<file path="config.mk">
export PLATFORM = sky130hd
export DESIGN_NAME = erlm_ctrl
export DESIGN_NICKNAME = d
export VERILOG_FILES = /design/src/sv/erlm_pkg.sv /design/src/sv/erlm_ctrl.sv
export SDC_FILE = /design/constraint.sdc
export NUM_CORES = 1
export LEC_CHECK = 0
export BUFFER_PORTS_ARGS = -buffer_cell sky130_fd_sc_hd__buf_4
export CAP_MARGIN = 25
export CELL_PAD_IN_SITES_DETAIL_PLACEMENT = 0
export CELL_PAD_IN_SITES_GLOBAL_PLACEMENT = 2
export CORE_MARGIN = 2
export CORE_UTILIZATION = 31
export DETAILED_ROUTE_END_ITERATION = 6
export HOLD_SLACK_MARGIN = 0.15
export PLACE_DENSITY_LB_ADDON = 0.1
export SYNTH_ARGS = -nofsm -noshare
export SYNTH_HDL_FRONTEND = slang
export SYNTH_SLANG_ARGS = --single-unit
export TNS_END_PERCENT = 30
</file>
<file path="constraint.sdc">
create_clock -name clk -period 3.8 [get_ports clk]
set_clock_uncertainty 0.2 [all_clocks]
set_input_delay 0.76 -clock clk [delete_from_list [all_inputs] [get_ports clk]]
set_output_delay 0.76 -clock clk [all_outputs]
set_load 0.1 [all_outputs]
</file>
<file path="src/sv/erlm_pkg.sv">
// Shared constants, codes and controller/datapath link types for the
// expert routing locality monitor. No dependencies.
package erlm_pkg;

    localparam int LAYERS         = 64;
    localparam int LAYER_W        = 6;
    localparam int MAX_PER_RECORD = 16;
    localparam int PCNT_W         = 5;
    localparam int PIDX_W         = 4;
    localparam int HIST_DEPTH     = 8;
    localparam int SLOT_W         = 3;
    localparam int FILL_W         = 4;
    localparam int RING_W         = SLOT_W + FILL_W;
    localparam int EXPERT_SLOTS   = 256;
    localparam int EXPERT_W       = 8;
    localparam int NUM_EXP_W      = 9;
    localparam int SET_W          = 256;
    localparam int POP_W          = 9;
    localparam int STEP_W         = 24;
    localparam int BOUND_W        = 25;
    localparam int VALUE_W        = 32;
    localparam int CNT_ADDR_W     = LAYER_W + EXPERT_W;
    localparam int CNT_DEPTH      = LAYERS * EXPERT_SLOTS;
    localparam int HIST_ADDR_W    = LAYER_W + SLOT_W;
    localparam int HIST_ROWS      = LAYERS * HIST_DEPTH;
    localparam int STEP_CTR_W     = 5;
    localparam int PADDR_W        = 3;
    localparam int PDATA_W        = 32;
    localparam int NUM_EXP_RESET  = 256;

    typedef enum logic [1:0] {
        OP_SELECT         = 2'd0,
        OP_READ_COUNT     = 2'd1,
        OP_READ_MALFORMED = 2'd2,
        OP_READ_BOUND     = 2'd3
    } opcode_t;

    // register word index, taken from paddr[2]
    localparam logic REG_EXPERT_LIMIT = 1'b0;

    typedef struct packed {
        logic                    accept;
        logic                    clear_we;
        logic [CNT_ADDR_W-1:0]   clear_addr;
        logic                    proc;
        logic [STEP_CTR_W-1:0]   step;
        logic                    rd_count;
        logic                    finish;
    } erlm_cmd_t;

    typedef struct packed {
        logic [1:0]              in_op;
        logic                    in_last;
        logic [1:0]              op;
        logic                    pend_bad;
        logic [PCNT_W-1:0]       pend_count;
        logic                    slot_free;
    } erlm_stat_t;

endpackage

</file>
<file path="src/sv/erlm_ctrl.sv">
// Sequencer: clearing sweep, item intake, record walk and result hand-off.
// Depends on erlm_pkg.
module erlm_ctrl import erlm_pkg::*; (
    input  logic       clk,
    input  logic       rst_n,
    input  logic       in_valid,
    output logic       in_ready,
    input  erlm_stat_t stat,
    output erlm_cmd_t  cmd
);
    typedef enum logic [2:0] {
        S_CLEAR,
        S_IDLE,
        S_DECIDE,
        S_PROC,
        S_FINISH
    } state_t;

    state_t                state_reg;
    logic [CNT_ADDR_W-1:0] clr_reg;
    logic [STEP_CTR_W-1:0] step_reg;
    logic [STEP_CTR_W-1:0] end_step;

    // walk runs until both the count updates and the seven history reads are done
    assign end_step = (stat.pend_count > STEP_CTR_W'(HIST_DEPTH - 1))
                      ? stat.pend_count : STEP_CTR_W'(HIST_DEPTH - 1);

    assign in_ready       = (state_reg == S_IDLE);
    assign cmd.accept     = in_valid && in_ready;
    assign cmd.clear_we   = (state_reg == S_CLEAR);
    assign cmd.clear_addr = clr_reg;
    assign cmd.proc       = (state_reg == S_PROC);
    assign cmd.step       = step_reg;
    assign cmd.rd_count   = (state_reg == S_DECIDE) && (stat.op == OP_READ_COUNT);
    assign cmd.finish     = (state_reg == S_FINISH) && stat.slot_free;

    always_ff @(posedge clk or negedge rst_n)
    begin
        if (!rst_n)
        begin
            state_reg <= S_CLEAR;
            clr_reg   <= '0;
            step_reg  <= '0;
        end
        else
        begin
            case (state_reg)
                S_CLEAR:
                begin
                    clr_reg <= clr_reg + 1'b1;
                    if (&clr_reg)
                    begin
                        state_reg <= S_IDLE;
                    end
                end
                S_IDLE:
                begin
                    if (cmd.accept && !(stat.in_op == OP_SELECT && !stat.in_last))
                    begin
                        state_reg <= S_DECIDE;
                    end
                end
                S_DECIDE:
                begin
                    step_reg <= '0;
                    if (stat.op == OP_SELECT && !stat.pend_bad)
                    begin
                        state_reg <= S_PROC;
                    end
                    else
                    begin
                        state_reg <= S_FINISH;
                    end
                end
                S_PROC:
                begin
                    step_reg <= step_reg + 1'b1;
                    if (step_reg == end_step)
                    begin
                        state_reg <= S_FINISH;
                    end
                end
                S_FINISH:
                begin
                    if (stat.slot_free)
                    begin
                        state_reg <= S_IDLE;
                    end
                end
                default:
                begin
                    state_reg <= S_IDLE;
                end
            endcase
        end
    end
endmodule

</file>
==> impl_metrics.ini <==
[run_status]
status = completed

[finish]
regArea_sq_um = 551
final.fill_count = 389
layout_commonest_cell = buf_4
fin_nets = 178
layout_common_cells = buf_4, dfrtp_1, nand2_1, xnor2_1, nor2_1
drive_above_1_share_pct = 31.3
syn2layout_area_growth_pct = 32.2
diodes = 0
fin_area_sq_um = 1580
finalNonFillerCells = 208
largest_reg_flops = 14
final_util_pct = 42.7
multiInputGateArea_sq_um = 614

[timing]
hold_viol = 0
tightest_slew_ps = 481
rsz0062_at_grt = no
finalCritPeriodShare_pct = 70.5
timing.final.ws_setup_ps = 1120
relSlewSlack_pct = 67.5
period_minus_slack_ps = 2680
setup_viol = 0
timing.setup.tns_ps = 0
max_freq_ghz = 0.373
worst_hold_slack_ps = 173
report.final.slew_viol_count = 0

[critical_path]
critPathMaxFanout = 9
crit_path_end_kind = primary output
r2r_start = state_reg[0]$_DFFE_PN0P_
critPathArrivalTime_ps = 1720
criticalPathCategory = flop to primary output
r2r_cells = 5
required_ps = 2840
rrSetupSlack_ps = 1950
critPathLaunchType = flop
reg2reg_to = clr_reg[9]$_DFFE_PN0P_

[min_path]
hp-class = input port to asynchronous set/reset pin

[drt]
drcViolationCount = 0
routed.top_layer = met4
dr.pass1.iters = 2
drtIter0Drc = 62
wl_per_cell_um = 13.0
ant_nets = 0
via_per_inst = 4.72
wl_met2_mm = 1.32
wl_met3_um = 159
wl_met1_mm = 1.20
drt-total-wl_mm = 2.71
vias = 981

[pwr]
p_per_area_nw_per_um2 = 934
leakagePower_nw = 0.754
vdd_ir_drop_max_mv = 0.474
power.total_mw = 1.47

[clock_network]
cts_tree = yes
clock_path_buffers = 2
clock_latency_ps = 260
ctsHtreeMaxLevel = 1
cts_root_buf = clkbuf_8
cts_buffers = 3
cts_resized = 0
cts_hold_buf = 0
clk_pin_slew_worst_paths_ps = 80
postCtsSetupRepairBufs = 0
clkSinkCount = 22

[yosys]
synth_top_area_share_pct = 46.2
synthesis.nets = 138
yosys_warnings = 0
synth.area.top_cells = dfrtp_1, xnor2_1, nand2_1, nand3_1, nor2_1
syn_area_sq_um = 1190
synth_largest_area_cell = dfrtp_1
syn_avg_cell_area_sq_um = 9.85
synth_cell_types = 36
ys_seq_area_share_pct = 46.2
ys_ff_latch = 22
synthCells = 121

[placed_design]
dp_cells = 204
place_area_sq_um = 1520
portBuffers = 39
dp_hpwl_mm = 2.04
gp_congestion = 0.760
place_ws_ps = 1390

[die]
core_sq_um = 3690
initial_core_util_pct = 32.3
die_w_um = 66.0
die_area_sq_um = 4360
io_pins = 40
placementRows = 22
die_h_um = 66.0

[global_route]
grt_max_degree = 23
grt_antenna_before_repair = 0
grt_pass1_vias = 953
globalRouteOverflowTotal = 0
grt_pass1_wl_mm = 4.49
grtUsageTotal_pct = 13.4

[run]
cap_violations = 0
==> where the power goes <==
| group | internal, mW | switching (mW) |
|---|---|---|
| logic | 0.214 | 0.674 |
| clock network | 0.0923 | 0.0771 |
| registers | 0.297 | 0.118 |
| total | 0.603 | 0.869 |
==> worst max-delay path, stage by stage, from the launching register on <==
cell,delay [ps]
dfrtp_1,490
nand2b_1,320
nor4b_2,310
buf_4,330
==> cells in the mapped netlist (all sizes together) <==
master	count
mux2	1
and2	1
a211oi	1
xor2	4
nor3	3
nor2	12
a21oi	2
o211ai	1
nor4	2
o21ai	4
a21o	2
inv	1
nor2b	3
a221oi	1
nand2	18
nand3	9
clkbuf	2
nor4b	1
ha	2
and3	4
dfrtp	22
o311ai	1
nand4	3
o21bai	2
o31ai	1
nand2b	1
xnor2	12
a22o	1
o22ai	1
buf	2
nor3b	1
==> cells by family after synthesis <==
logic type	after synthesis	synth area share (%)
simple gates	58	26.5
mux	1	0.944
flops	22	46.2
compound gates	17	9.65
xor+xnor	16	11.8
fa+ha+maj	2	2.10
buf+inv	5	2.83
==> final cells by class <==
type                       count  share of cell area (%)
sequential                    22                    34.9
multi-input combinational     94                    39.0
inverter                       1                   0.238
timing repair buffer          39                    18.6
clock buffer                   4                    3.49
tap                           48                    3.81
==> worst max-delay path by stage <==
stage          slack, ps        to  depth (start not counted)                      from
6_report            1120    cmd[1]                          3  state_reg[2]$_DFFE_PN0P_
5_1_grt             1010    cmd[1]                          3  state_reg[1]$_DFFE_PN0P_
4_1_cts             1090    cmd[1]                          3  state_reg[2]$_DFFE_PN0P_
3_5_place_dp        1390    cmd[1]                          3                   stat[8]
3_3_place_gp        1420    cmd[1]                          3                   stat[8]
2_1_floorplan       -100  in_ready                          2  state_reg[0]$_DFFE_PN0P_
==> routing by layer <==
metal  up-vias  global-route usage [%]
met2        23                    22.0
met4         0                    6.12
li1        500                       -
met1       456                    16.8
met3         2                    2.90
met5         -                       0
(Power assumes the default switching activity.)
